**src/rtl/ps2_mouse_packet_cursor_tracker_assert.svh**
```systemverilog
// assertion macros for the ps2 mouse cursor tracker
`ifndef PS2_MOUSE_PACKET_CURSOR_TRACKER_ASSERT_SVH
`define PS2_MOUSE_PACKET_CURSOR_TRACKER_ASSERT_SVH

// same-cycle implication, checked out of reset
`define PS2MCT_ASSERT_NOW(lbl, clk, rst, ante, cons) \
   lbl: assert property (@(posedge clk) disable iff (rst) (ante) |-> (cons)) \
      else $error("ps2mct: same-cycle check failed");

// next-cycle implication, checked out of reset
`define PS2MCT_ASSERT_NEXT(lbl, clk, rst, ante, cons) \
   lbl: assert property (@(posedge clk) disable iff (rst) (ante) |=> (cons)) \
      else $error("ps2mct: next-cycle check failed");

`endif

```
**src/rtl/ps2mct_pkg.sv**
```systemverilog
// shared types, constants and helper functions for the ps2 mouse cursor tracker
package ps2mct_pkg;

   localparam int COORD_WIDTH = 12;
   localparam int BOUND_WIDTH = 13;
   localparam int BYTE_WIDTH = 8;
   localparam int BUTTON_WIDTH = 3;
   localparam int SYNC_BIT = 3;
   localparam int CSR_INDEX_WIDTH = 1;

   typedef logic [COORD_WIDTH-1:0] coord_type;
   typedef logic [BOUND_WIDTH-1:0] bound_type;
   typedef logic [BYTE_WIDTH-1:0] byte_type;
   typedef logic [BUTTON_WIDTH-1:0] button_type;
   typedef logic [CSR_INDEX_WIDTH-1:0] csr_index_type;

   localparam coord_type CoordMax = {COORD_WIDTH{1'b1}};
   localparam bound_type ResetWidth = BOUND_WIDTH'(800);
   localparam bound_type ResetHeight = BOUND_WIDTH'(600);

   localparam csr_index_type CSR_SCREEN_WIDTH = CSR_INDEX_WIDTH'(0);
   localparam csr_index_type CSR_SCREEN_HEIGHT = CSR_INDEX_WIDTH'(1);

   typedef enum logic [1:0] {
      POS_HEADER = 2'd0,
      POS_XDELTA = 2'd1,
      POS_YDELTA = 2'd2
   } byte_pos_type;

   // one decoded packet, valid when done is set
   typedef struct packed {
      logic done;
      button_type buttons;
      logic signed [BYTE_WIDTH-1:0] dx;
      logic signed [BYTE_WIDTH-1:0] dy;
   } pkt_type;

   // largest coordinate a bound allows; zero bound acts as one
   function automatic coord_type limit_of(input bound_type bound);
      bound_type lim;
      lim = (bound == '0) ? '0 : bound - BOUND_WIDTH'(1);
      if (lim > BOUND_WIDTH'(CoordMax)) begin
         return CoordMax;
      end
      return COORD_WIDTH'(lim);
   endfunction

   function automatic coord_type half_of(input bound_type bound);
      bound_type h;
      h = bound >> 1;
      if (h > BOUND_WIDTH'(CoordMax)) begin
         return CoordMax;
      end
      return COORD_WIDTH'(h);
   endfunction

endpackage

```
**src/rtl/ps2mct_framer.sv**
```systemverilog
// three-byte packet framing with header sync recovery
module ps2mct_framer (
   input  logic                  clock,
   input  logic                  reset,
   input  logic                  step,
   input  ps2mct_pkg::byte_type  data_byte,
   input  logic                  from_aux,
   output ps2mct_pkg::pkt_type   pkt
);
   import ps2mct_pkg::*;

   byte_pos_type pos_ff, pos_in;
   byte_type header_ff, header_in;
   byte_type xdelta_ff, xdelta_in;

   // next state
   always_comb begin
      pos_in = pos_ff;
      header_in = header_ff;
      xdelta_in = xdelta_ff;
      if (step && from_aux) begin
         unique case (pos_ff)
            POS_HEADER: begin
               // a header without its sync bit is dropped
               if (data_byte[SYNC_BIT]) begin
                  header_in = data_byte;
                  pos_in = POS_XDELTA;
               end
            end
            POS_XDELTA: begin
               xdelta_in = data_byte;
               pos_in = POS_YDELTA;
            end
            POS_YDELTA: begin
               pos_in = POS_HEADER;
            end
            default: begin
               pos_in = POS_HEADER;
            end
         endcase
      end
   end

   // outputs
   always_comb begin
      pkt.done = from_aux && (pos_ff == POS_YDELTA);
      pkt.buttons = header_ff[BUTTON_WIDTH-1:0];
      pkt.dx = xdelta_ff;
      pkt.dy = data_byte;
   end

   always_ff @(posedge clock) begin
      if (reset) begin
         pos_ff <= POS_HEADER;
         header_ff <= '0;
         xdelta_ff <= '0;
      end else begin
         pos_ff <= pos_in;
         header_ff <= header_in;
         xdelta_ff <= xdelta_in;
      end
   end

endmodule

```
**src/rtl/ps2mct_cursor.sv**
```systemverilog
// bound registers and clamped cursor position
module ps2mct_cursor (
   input  logic                       clock,
   input  logic                       reset,
   input  logic                       step,
   input  ps2mct_pkg::pkt_type        pkt,
   input  logic                       csr_write,
   input  ps2mct_pkg::csr_index_type  csr_index,
   input  ps2mct_pkg::bound_type      csr_wdata,
   output ps2mct_pkg::coord_type      next_x,
   output ps2mct_pkg::coord_type      next_y
);
   import ps2mct_pkg::*;

   localparam int SumWidth = COORD_WIDTH + 2;

   bound_type width_ff, width_in;
   bound_type height_ff, height_in;
   coord_type lim_x_ff, lim_x_in;
   coord_type lim_y_ff, lim_y_in;
   coord_type pos_x_ff, pos_x_in;
   coord_type pos_y_ff, pos_y_in;
   logic signed [SumWidth-1:0] sum_x;
   logic signed [SumWidth-1:0] sum_y;

   function automatic coord_type clamp(input logic signed [SumWidth-1:0] v,
                                       input coord_type lim);
      if (v < 0) begin
         return '0;
      end
      if (v[SumWidth-2:0] > {1'b0, lim}) begin
         return lim;
      end
      return v[COORD_WIDTH-1:0];
   endfunction

   always_comb begin
      sum_x = $signed({2'b00, pos_x_ff}) + SumWidth'(pkt.dx);
      // screen y grows downward
      sum_y = $signed({2'b00, pos_y_ff}) - SumWidth'(pkt.dy);
      next_x = clamp(sum_x, lim_x_ff);
      next_y = clamp(sum_y, lim_y_ff);
   end

   always_comb begin
      width_in = width_ff;
      height_in = height_ff;
      pos_x_in = pos_x_ff;
      pos_y_in = pos_y_ff;
      if (csr_write && (csr_index == CSR_SCREEN_WIDTH)) begin
         width_in = csr_wdata;
      end
      if (csr_write && (csr_index == CSR_SCREEN_HEIGHT)) begin
         height_in = csr_wdata;
      end
      lim_x_in = limit_of(width_in);
      lim_y_in = limit_of(height_in);
      priority if (csr_write) begin
         pos_x_in = half_of(width_in);
         pos_y_in = half_of(height_in);
      end else if (step) begin
         pos_x_in = next_x;
         pos_y_in = next_y;
      end
   end

   always_ff @(posedge clock) begin
      if (reset) begin
         width_ff <= ResetWidth;
         height_ff <= ResetHeight;
         lim_x_ff <= limit_of(ResetWidth);
         lim_y_ff <= limit_of(ResetHeight);
         pos_x_ff <= half_of(ResetWidth);
         pos_y_ff <= half_of(ResetHeight);
      end else begin
         width_ff <= width_in;
         height_ff <= height_in;
         lim_x_ff <= lim_x_in;
         lim_y_ff <= lim_y_in;
         pos_x_ff <= pos_x_in;
         pos_y_ff <= pos_y_in;
      end
   end

endmodule

```
**src/rtl/ps2_mouse_packet_cursor_tracker.sv**
```systemverilog
// ps2 mouse cursor tracker: request register, framer, cursor update, response register
//
// Takes one byte per clock while req_stall is low. A request lands in an
// input register, is decoded against the packet framing state in the next
// cycle, and when it completes a three-byte mouse packet the clamped cursor
// and buttons load into the response register, which the third byte reaches
// after the input register. Bytes that finish no packet never stall; a
// packet's last byte waits only while a previous response is still stalled.
// Writing either bound register recenters the cursor to half of each bound.
`include "ps2_mouse_packet_cursor_tracker_assert.svh"

module ps2_mouse_packet_cursor_tracker (
   input  logic                       clock,
   input  logic                       reset,
   input  logic                       req_valid,
   output logic                       req_stall,
   input  ps2mct_pkg::byte_type       req_data_byte,
   input  logic                       req_from_aux,
   output logic                       rsp_valid,
   input  logic                       rsp_stall,
   output ps2mct_pkg::coord_type      rsp_cursor_x,
   output ps2mct_pkg::coord_type      rsp_cursor_y,
   output ps2mct_pkg::button_type     rsp_button_bits,
   input  logic                       csr_write,
   input  ps2mct_pkg::csr_index_type  csr_index,
   input  ps2mct_pkg::bound_type      csr_wdata
);
   import ps2mct_pkg::*;

   logic in_valid_ff, in_valid_in;
   byte_type in_byte_ff;
   logic in_aux_ff;
   logic out_valid_ff, out_valid_in;
   coord_type out_x_ff;
   coord_type out_y_ff;
   button_type out_btn_ff;
   pkt_type pkt;
   logic advance;
   logic emit;
   coord_type next_x;
   coord_type next_y;

   ps2mct_framer u_framer (
      .clock     (clock),
      .reset     (reset),
      .step      (advance),
      .data_byte (in_byte_ff),
      .from_aux  (in_aux_ff),
      .pkt       (pkt)
   );

   ps2mct_cursor u_cursor (
      .clock     (clock),
      .reset     (reset),
      .step      (emit),
      .pkt       (pkt),
      .csr_write (csr_write),
      .csr_index (csr_index),
      .csr_wdata (csr_wdata),
      .next_x    (next_x),
      .next_y    (next_y)
   );

   // a held request moves on unless it needs the response slot and that is full and stalled
   assign advance = in_valid_ff && (!pkt.done || !out_valid_ff || !rsp_stall);
   assign emit = advance && pkt.done;
   assign req_stall = in_valid_ff && !advance;

   always_comb begin
      in_valid_in = in_valid_ff;
      if (!req_stall) begin
         in_valid_in = req_valid;
      end
      out_valid_in = out_valid_ff;
      priority if (emit) begin
         out_valid_in = 1'b1;
      end else if (!rsp_stall) begin
         out_valid_in = 1'b0;
      end
   end

   always_ff @(posedge clock) begin
      if (reset) begin
         in_valid_ff <= 1'b0;
         out_valid_ff <= 1'b0;
      end else begin
         in_valid_ff <= in_valid_in;
         out_valid_ff <= out_valid_in;
      end
   end

   always_ff @(posedge clock) begin
      if (req_valid && !req_stall) begin
         in_byte_ff <= req_data_byte;
         in_aux_ff <= req_from_aux;
      end
      if (emit) begin
         out_x_ff <= next_x;
         out_y_ff <= next_y;
         out_btn_ff <= pkt.buttons;
      end
   end

   assign rsp_valid = out_valid_ff;
   assign rsp_cursor_x = out_x_ff;
   assign rsp_cursor_y = out_y_ff;
   assign rsp_button_bits = out_btn_ff;

   `PS2MCT_ASSERT_NEXT(a_emit_shows, clock, reset, emit, rsp_valid)
   `PS2MCT_ASSERT_NOW(a_stall_needs_item, clock, reset, req_stall, in_valid_ff)
   `PS2MCT_ASSERT_NOW(a_no_stall_mid_packet, clock, reset, in_valid_ff && !pkt.done, !req_stall)
   `PS2MCT_ASSERT_NOW(a_stall_only_full, clock, reset, req_stall, out_valid_ff && rsp_stall)

endmodule
```
**config.mk**
```make
export PLATFORM = sky130hd
export DESIGN_NAME = ps2_mouse_packet_cursor_tracker
export DESIGN_NICKNAME = d
export VERILOG_FILES = /design/src/rtl/ps2mct_pkg.sv /design/src/rtl/ps2mct_framer.sv /design/src/rtl/ps2mct_cursor.sv /design/src/rtl/ps2_mouse_packet_cursor_tracker.sv
export VERILOG_INCLUDE_DIRS = /design/src /design/src/rtl
export SDC_FILE = /design/constraint.sdc
export NUM_CORES = 1
export LEC_CHECK = 0
export BUFFER_PORTS_ARGS = -buffer_cell sky130_fd_sc_hd__buf_2
export CORE_ASPECT_RATIO = 1.25
export CORE_MARGIN = 10
export CORE_UTILIZATION = 30
export CTS_CLUSTER_DIAMETER = 60
export DETAILED_ROUTE_END_ITERATION = 8
export GPL_ROUTABILITY_DRIVEN = 0
export PLACE_DENSITY = 0.45
export RECOVER_POWER = 50
export SYNTH_ARGS = -nofsm -noshare
export SYNTH_HDL_FRONTEND = slang
export SYNTH_SLANG_ARGS = --single-unit
```
**constraint.sdc**
```tcl
create_clock -name clock -period 3.8 [get_ports clock]
set_clock_uncertainty 0.05 [all_clocks]
set_input_delay 0.38 -clock clock [delete_from_list [all_inputs] [get_ports clock]]
set_output_delay 0.38 -clock clock [all_outputs]
set_load 0.03 [all_outputs]
```
**Word level (Yosys, flattened, before mapping)**

Index checks and enable logic that the tools add are counted.

- Register bits: 125
- Input port bits: 28
- Output and inout port bits: 29
- Word-level logic and storage cells: 95

- $add $sub $neg: 4
- Magnitude comparators: 8
- Eq/ne operators: 4
- Mux-type cells: 40
- Bitwise logic cells: 1
- Reductions and logical operators: 22

Operator list:

| cell | count |
|---|---|
| 2-to-1 mux 12 bit | 20 |
| 2-to-1 mux 13 bit | 4 |
| less-than comparator 14 x 1 -> 1 bit (second input constant) | 2 |
| greater-than comparator 13 x 12 -> 1 bit | 2 |
| greater-than comparator 13 x 12 -> 1 bit (second input constant) | 2 |
| zero test 13 bit | 2 |
| subtractor 13 x 1 -> 13 bit (second input constant) | 2 |
| greater-than comparator 12 bit (second input constant) | 2 |
| adder 13 x 8 -> 14 bit | 1 |
| 2-to-1 mux 1 bit | 14 |
| subtractor 13 x 8 -> 14 bit | 1 |
| logical AND 1 bit | 8 |
| zero test 1 bit | 5 |
| case mux 2 bit (2 select lines) | 1 |
| AND reduction 2 bit | 2 |
| AND reduction 3 bit | 1 |
| == test 2 x 1 -> 1 bit (second input constant) | 1 |
| == test 2 bit (second input constant) | 1 |
| zero test 2 bit | 1 |
| logical OR 1 bit | 2 |
| 2-to-1 mux 2 bit | 1 |
| inequality test 2 x 1 -> 1 bit (second input constant) | 1 |
| inequality test 2 bit (second input constant) | 1 |
| nonzero test 2 bit | 1 |
| inverter 1 bit | 1 |

**Depth between registers and ports, before layout**

Gate-level depths: netlist (run 1).

- Depth in word-level cells: 10
- Mapped depth: 18
- Mapped depth without buffers: 17

**Cells and area by module**

From an unflattened synthesis (run 1), not the netlist that was laid out.

- Cells, all modules: 859
- Area, all modules: 7631.1 µm²

By module, submodules not included:

| module | times used | cells each | area each (µm²) | sequential area each (µm²) |
|---|---|---|---|---|
| ps2mct_cursor | 1 | 744 | 5876.9 | 1481.4 |
| ps2_mouse_packet_cursor_tracker | 1 | 49 | 1173.6 | 1121.1 |
| ps2mct_framer | 1 | 66 | 580.6 | 260.2 |

**Worst setup path after synthesis (run 1)**

Ideal clock, no wire load.

- Path kind: register to register
- Start: reg u_framer.xdelta_ff[0]
- End: reg out_x_ff[10], in the netlist rsp_cursor_x[10], data pin
- Library setup time: 266 ps
- Arrival time: 3564 ps
- Data required time: 3484 ps
- Setup slack: -80 ps
- Stages on the path, launching flop included: 19
- Buffers on the path: 1
- Period minus slack after synthesis: 3880 ps
- Cells stage by stage: dfxtp_1 ha_1 inv_1 fa_1 nor2b_1 o31a_1 o221ai_1 a21oi_1 xor2_1 ha_1 a21o_1 a21oi_1 o211ai_1 o21ai_0 nand2_1 mux2i_2 buf_4 mux2i_1 nor2_1

- Cells in the longest elaborated chain, start to end: 6
- Elaborated cells between the ends (all ways): 9
- Classes of those cells: add/sub: 1; order compare: 2; mux: 6

RTL lines:

| item | RTL line | text |
|---|---|---|
| start, declared | ps2mct_framer.sv:14 | `byte_type xdelta_ff, xdelta_in;` |
| start signal, assigned | ps2mct_framer.sv:60 | `xdelta_ff <= xdelta_in;` |
| adder 13 x 8 -> 14 bit (*) | ps2mct_cursor.sv:38 | `sum_x = $signed({2'b00, pos_x_ff}) + SumWidth'(pkt.dx);` |
| greater-than comparator 13 x 12 -> 1 bit | ps2mct_cursor.sv:31 | `if (v[SumWidth-2:0] > {1'b0, lim}) begin` |
| 2-to-1 mux 1 bit (2 in a row) | ps2mct_cursor.sv:31 |  |
| 2-to-1 mux 12 bit | ps2mct_cursor.sv:34 | `return v[COORD_WIDTH-1:0];` |
| 2-to-1 mux 12 bit (*) | ps2mct_cursor.sv:31 |  |
| via next_x[10] | ps2_mouse_packet_cursor_tracker.sv:40 | `coord_type next_x;` |
| end signal, assigned | ps2_mouse_packet_cursor_tracker.sv:98 | `out_x_ff <= next_x;` |
| end, declared | ps2_mouse_packet_cursor_tracker.sv:34 | `coord_type out_x_ff;` |

Mark *: on every way through the listed nets, which the timed path passes. The rest lies on a longest branch. The select of a mux whose other input is x is not followed.
A chain may end at the register's enable or synchronous reset.

**Worst setup path after layout (run 1)**

- Start: reg u_framer.xdelta_ff[0]
- End: reg out_x_ff[6], in the netlist rsp_cursor_x[6], data pin

Same word-level chain as after synthesis.

==> flow_summary.ini, run 1 <==
[status]
status = completed

[clock_tree]
clock-root-buffer = clkbuf_16
cts_inserted_buffers = 17
cts_max_path_buffers = 2
h-tree-depth = 4
cts.sinks = 125
cts.clk_slew.worst_paths_ns = 0.06
clkLatencyLatePin_ns = 0.42
cts_tree = yes

[sta]
report.final.slew_viol_count = 0
tns_ns = 0
hold_slack_ns = 0.0844
slew_headroom_pct = 11.7
setup_viol = 0
worstMarginPinSlew_ns = 1.32
fin_crit_sh_pct = 99.0
hold_violations = 0
timing.fmax_mhz = 266
period_minus_slack_ns = 3.76
grt_setup_unrepaired = yes

[die]
core_um2 = 23100
die_width_um = 157
rows = 62
dieArea_um2 = 30200
die_h_um = 192
initial_core_util_pct = 30.6
io_pins = 57

[finish]
num-nets-final = 985
final_layout_size_suffix_gt1_share_pct = 23.7
antennaDiodeCount = 0
final_core_util_pct = 39.2
synthToLayoutAreaGrowth_pct = 27.8
multi_input_area_um2 = 4290
fillers = 2359
regArea_um2 = 2870

[detailed_routing]
vias_per_cell = 5.05
postRouteWirelength_um = 22000
first_pass_iters = 5
drc = 0
wire_per_inst_um = 18.3
ant_nets = 0
drt_first_iter_violations = 370
vias = 6075

[global_routing]
overflow = 0
grt_pass1_wl_um = 34000
grt_pass1_vias = 6071
grtUsageTotal_pct = 14.6
grt_max_degree = 51
antenna_found_initial = 0

[setup_path]
arrival_ns = 3.86
critPathLaunchType = flip-flop
cp-end-kind = flip-flop
required_ns = 3.90
worstPathMaxFanout = 7
path_class = reg -> reg

[pwr]
p_per_area_nw_per_um2 = 419
p_leak_nw = 3.88
p_total_mw = 3.79
peakVddDrop_v = 0.000288

[hold_path]
min-delay-path-class = in -> reg

[synthesis]
synth_cells = 781
synth.avg_cell_area_um2 = 9.07
synth_top_area_share_pct = 25.2
synth_mux_area_share_pct = 7.59
ys_seq_area_share_pct = 40.4
synthArstFlopShare_pct = 0
ys_ff_latch = 125
netlist-cell-type-count = 65
synth_ff_type = dfxtp_1
synth_edf_count = 36
synth.largest_area_cell = dfxtp_1
synthAdderAreaFrac_pct = 9.93
netlist_area_um2 = 7080
synth_top_family_by_area = compound AO/OA/AOI/OAI gates
synthSimpleGateAreaFrac_pct = 15.8
syn-num-nets = 864
yosys-top-cells-area = dfxtp_1 25%, edfxtp_1 15%, ha_1 9.4%
synth_xor_area_share_pct = 4.33
yosysWarnings = 0
synth-compound-area-share_pct = 17.3

[placement]
place_hpwl_um = 16800
io_buffers = 56

[flow_run]
cap_violations = 0
## worst max-delay path: stages, from the launching register on
cell	delay (ns)
dfxtp_2	0.35
ha_4	0.14
inv_2	0.03
fa_2	0.34
nor2b_2	0.13
o31a_1	0.18
o221ai_2	0.12
a21oi_2	0.20
xor2_2	0.21
ha_1	0.27
a21o_1	0.19
a21oi_2	0.13
o211ai_1	0.11
o21ai_1	0.16
nand2_1	0.11
mux2i_4	0.31
buf_6	0.19
mux2i_4	0.23
nor2_1	0.06
## final cells by class
cell class	count	area share [%]
inverters	52	2.16
multi-input cells	575	47.4
clock inverters	13	1.04
flip-flops and latches	125	31.7
clock buffers	19	4.78
repair buffers	131	8.97
well taps	288	3.98
## flip-flops by register name, summed over array words and instances, names as in the netlist
signal              cells
u_cursor.width_ff      13
u_framer.header_ff      3
in_byte_ff              8
u_framer.xdelta_ff      8
u_cursor.pos_y_ff      12
u_framer.pos_ff         2
rsp_button_bits         3
rsp_valid               1
in_valid_ff             1
rsp_cursor_y           12
u_cursor.lim_x_ff      12
u_cursor.lim_y_ff      12
u_cursor.pos_x_ff      12
rsp_cursor_x           12
u_cursor.height_ff     13
in_aux_ff               1
## cells in the final DEF, fill, tap and decap left out, drive strengths merged, types with 18 or more instances in the layout
cell type / n
o21ai: 38
clkbuf: 54
dfxtp: 89
buf: 96
inv: 53
ha: 53
edfxtp: 36
xnor2: 18
a21oi: 58
nor2: 101
mux2i: 44
nand2: 55
## synth_stat cells, types with 10 or more instances
master / n
ha_1: 53
a31oi_1: 17
inv_1: 51
a21oi_1: 56
o21a_1: 15
o22ai_1: 16
xor2_1: 17
clkbuf_1: 21
dfxtp_1: 89
nand2_1: 54
nand3_1: 12
xnor2_1: 18
mux2i_1: 43
nor2_1: 99
and3_1: 11
o21ai_0: 32
nor2b_1: 10
nor3_1: 11
edfxtp_1: 36
nand2b_1: 10
## path summary, 6_finish.rpt
kind         depth (start not counted)                               start                           end  slack [ns]
max                                 18  u_framer.xdelta_ff[0]$_SDFFE_PP0P_     rsp_cursor_x[6]$_DFFE_PP_        0.04
max reg2reg                         18  u_framer.xdelta_ff[0]$_SDFFE_PP0P_     rsp_cursor_x[6]$_DFFE_PP_        0.04
min                                  1                    req_data_byte[6]       in_byte_ff[6]$_DFFE_PP_        0.08
min reg2reg                          0  u_framer.header_ff[2]$_SDFFE_PP0P_  rsp_button_bits[2]$_DFFE_PP_        0.38
## where the power goes
| group | leakage (nW) | switching [mW] | total (mW) | internal (mW) |
|---|---|---|---|---|
| registers | 1.06 | 0.0407 | 1.48 | 1.44 |
| clock network | 0.261 | 0.633 | 1.47 | 0.834 |
| logic | 2.55 | 0.467 | 0.844 | 0.377 |
## layer usage
layer | routed length [um] | global-route usage [%] | vias up | part of all wire [%]
met5 | 0 | 0 | - | 0
met4 | 414 | 4.97 | 0 | 1.9
met3 | 694 | 2.57 | 25 | 3.1
met1 | 10400 | 19.0 | 2877 | 47
met2 | 10500 | 24.0 | 125 | 48
li1 | - | - | 3048 | -
## stage by stage
stage / std cells / worst slack (ns) / instance area (um^2)
after floorplan: 781 / 0.00905 / 7090
after detailed placement: 1167 / -0.202 / 8130
final: 1203 / 0.0395 / 9050
after global routing: 1203 / -0.179 / 9050
after CTS: 1201 / -0.0269 / 8770
after global placement: 1167 / -0.121 / 8130
## cells by family after synthesis
group	Yosys count
AOI/OAI and AO/OA	194
xor gates and xnor gates	35
adders and majority gates	55
buffers and inverters	81
DFF	125
muxes	52
and+or+nand+nor	239
## what timing repair did
item                                    in CTS  in global routing
pin swaps                                   15                 44
gates resized for setup                     27                 76
cloned                                       1                  0
hold buffers                                 0                  0
endpoints found under the setup margin      30                 48
buffers inserted                             1                  5
No activity file was read; power rests on OpenSTA's default activity.
==> run 2, diff against run 1 <==
--- a/config.mk
+++ b/config.mk
@@ -9,12 +9,13 @@
 export BUFFER_PORTS_ARGS = -buffer_cell sky130_fd_sc_hd__buf_2
 export CORE_ASPECT_RATIO = 1.25
 export CORE_MARGIN = 10
-export CORE_UTILIZATION = 30
+export CORE_UTILIZATION = 45
 export CTS_CLUSTER_DIAMETER = 60
 export DETAILED_ROUTE_END_ITERATION = 8
 export GPL_ROUTABILITY_DRIVEN = 0
-export PLACE_DENSITY = 0.45
+export PLACE_DENSITY = 0.63
 export RECOVER_POWER = 50
+export SLEW_MARGIN = 10
 export SYNTH_ARGS = -nofsm -noshare
 export SYNTH_HDL_FRONTEND = slang
 export SYNTH_SLANG_ARGS = --single-unit
==> run 2 against run 1 <==
The flow now finishes with violations (max-capacitance violations, max-slew violations, negative setup slack). Clock power grew 4%. Routed wire length decreased by 3.2%. Largest cell class unchanged. Setup slack worse by 0.19 ns. Fmax decreased by 4.9%. Cell area grew 0.17%. Count of clock-buffer cells in the layout increased by 3. Flip-flop and latch count stayed put. Die area down 30%.
==> flow_summary.ini, run 2 (synthesis results as in run 1) <==
[status]
status = finished with violations
violations = max-capacitance violations, max-slew violations, negative setup slack

[sta]
grt_setup_unrepaired = yes
worstMarginPinSlew_ns = 1.70
period_minus_slack_ns = 3.95
timing.fmax_mhz = 253
tns_ns = -2.71
fin_crit_sh_pct = 104
slew_headroom_pct = -13.3
hold_violations = 0
setup_viol = 24
fin_ws_ns = -0.153
report.final.slew_viol_count = 81

[setup_path]
arrival_ns = 4.17
path_class = reg -> reg
cp_cell_sequence = ha_4 > inv_2 > fa_2 > nor2b_2 > o31a_1 > buf_4 > o21a_1 > nor2_2 > xnor2_2 > ha_1 > and4_4 > a21oi_2 > o211ai_1 > o21ai_1 > nand2b_1 > mux2i_4 > buf_12 > mux2i_4 > buf_6 > o41ai_2
critPathLaunchType = flip-flop
critical_path.top_delay_family = compound AO/OA/AOI/OAI gates
worstPathMaxFanout = 8
worst_path_most_repeated_cell = mux2i_4
cp_slowest_cell = dfxtp_2
critPathBufInv = 4
critical_path.max_stage_delay_ns = 0.33
cp-end-kind = flip-flop
required_ns = 4.02

[pwr]
peakVddDrop_v = 0.000273
p_per_area_nw_per_um2 = 428
p_leak_nw = 3.89

[finish]
synthToLayoutAreaGrowth_pct = 28.0
fin_area_um2 = 9070
final_cell_mix = 94 x nor2_1, 83 x dfxtp_1, 59 x buf_4, 52 x nand2_1, 48 x inv_1
final_core_util_pct = 58.5
num-nets-final = 979
antennaDiodeCount = 0
layout_commonest_cell = nor2_1
final_layout_size_suffix_gt1_share_pct = 24.6
stdcell_count = 1121
reg_top3 = u_cursor.height_ff x13, u_cursor.width_ff x13
fillers = 1330

[global_routing]
grt_pass1_wl_um = 33000
grt_max_degree = 81
antenna_found_initial = 0
grtUsageTotal_pct = 19.1
overflow = 0
grt_pass1_vias = 6336

[detailed_routing]
drc = 0
vias = 6405
wire_per_inst_um = 19.0
vias_per_cell = 5.71
first_pass_iters = 5
drt_first_iter_violations = 515
postRouteWirelength_um = 21300
ant_nets = 0

[clock_tree]
clkLatencyLatePin_ns = 0.42
cts.sinks = 125
clock-root-buffer = clkbuf_16
cts_max_path_buffers = 2
cts_tree = yes
cts_inserted_buffers = 17
h-tree-depth = 4
cts.clk_slew.worst_paths_ns = 0.06

[placement]
io_buffers = 56
place_hpwl_um = 15500
placedInstanceArea_um2 = 7950
dp_cells = 1078
dp_slack_ns = -0.179

[die]
die_h_um = 160
rows = 51
io_pins = 57
die_width_um = 132
core_um2 = 15500
initial_core_util_pct = 45.7
dieArea_um2 = 21200

[flow_run]
cap_violations = 1

[hold_path]
min-delay-path-class = in -> reg
[run 2: changes by cell type in the layout (fill, tap and decap cells not counted), sizes merged]
cell      delta
buf          -3
clkinv       -5
clkinvlp     +1
inv          +1
[run 2: final cells by class]
class,count,area (um^2),share of cell area [%]
clock buffer,22,497,5.48
tap,212,265,2.92
timing repair buffer,125,815,8.98
inverter,52,195,2.15
multi-input combinational,575,4370,48.2
clock inverter,10,57.6,0.635
sequential,125,2870,31.6
[run 2: worst paths after layout]
path,start,endpoint,slack (ns),cells past startpoint
max,u_framer.xdelta_ff[0]$_SDFFE_PP0P_,u_cursor.pos_x_ff[4]$_SDFFE_PP1P_,-0.15,20
min,req_data_byte[4],in_byte_ff[4]$_DFFE_PP_,0.09,1
max reg2reg,u_framer.xdelta_ff[0]$_SDFFE_PP0P_,u_cursor.pos_x_ff[4]$_SDFFE_PP1P_,-0.15,20
min reg2reg,u_framer.header_ff[2]$_SDFFE_PP0P_,rsp_button_bits[2]$_DFFE_PP_,0.38,0
[run 2: where the power goes]
group | switching (mW) | internal [mW] | leakage, nW
clock network | 0.606 | 0.922 | 0.270
registers | 0.0407 | 1.44 | 1.07
logic | 0.487 | 0.390 | 2.55
total | 1.13 | 2.75 | 3.89
[run 2: repair_timing]
| action | CTS | global route |
|---|---|---|
| pin swaps | 18 | 49 |
| gates resized for setup | 40 | 78 |
| setup buffers | 6 | 6 |
| hold buffers | 0 | 0 |
| endpoints found under the setup margin | 46 | 48 |
| cloned | 2 | 0 |
[run 2: through the flow]
| stage | power [mW] | hold WS (ns) |
|---|---|---|
| 2_1_floorplan | 1.95 | 0.358 |
| 3_3_place_gp | 2.18 | 0.367 |
| 3_5_place_dp | 2.20 | 0.372 |
| 4_1_cts | 3.76 | 0.0815 |
| 5_1_grt | 4.04 | 0.0791 |
| 6_report | 3.88 | 0.0864 |
[run 2: metal layers]
layer | part of all wire [%] | global-route usage [%]
met5 | 0 | 0
met4 | 3.6 | 8.87
met3 | 5.4 | 3.99
met2 | 47 | 30.8
met1 | 44 | 24.0
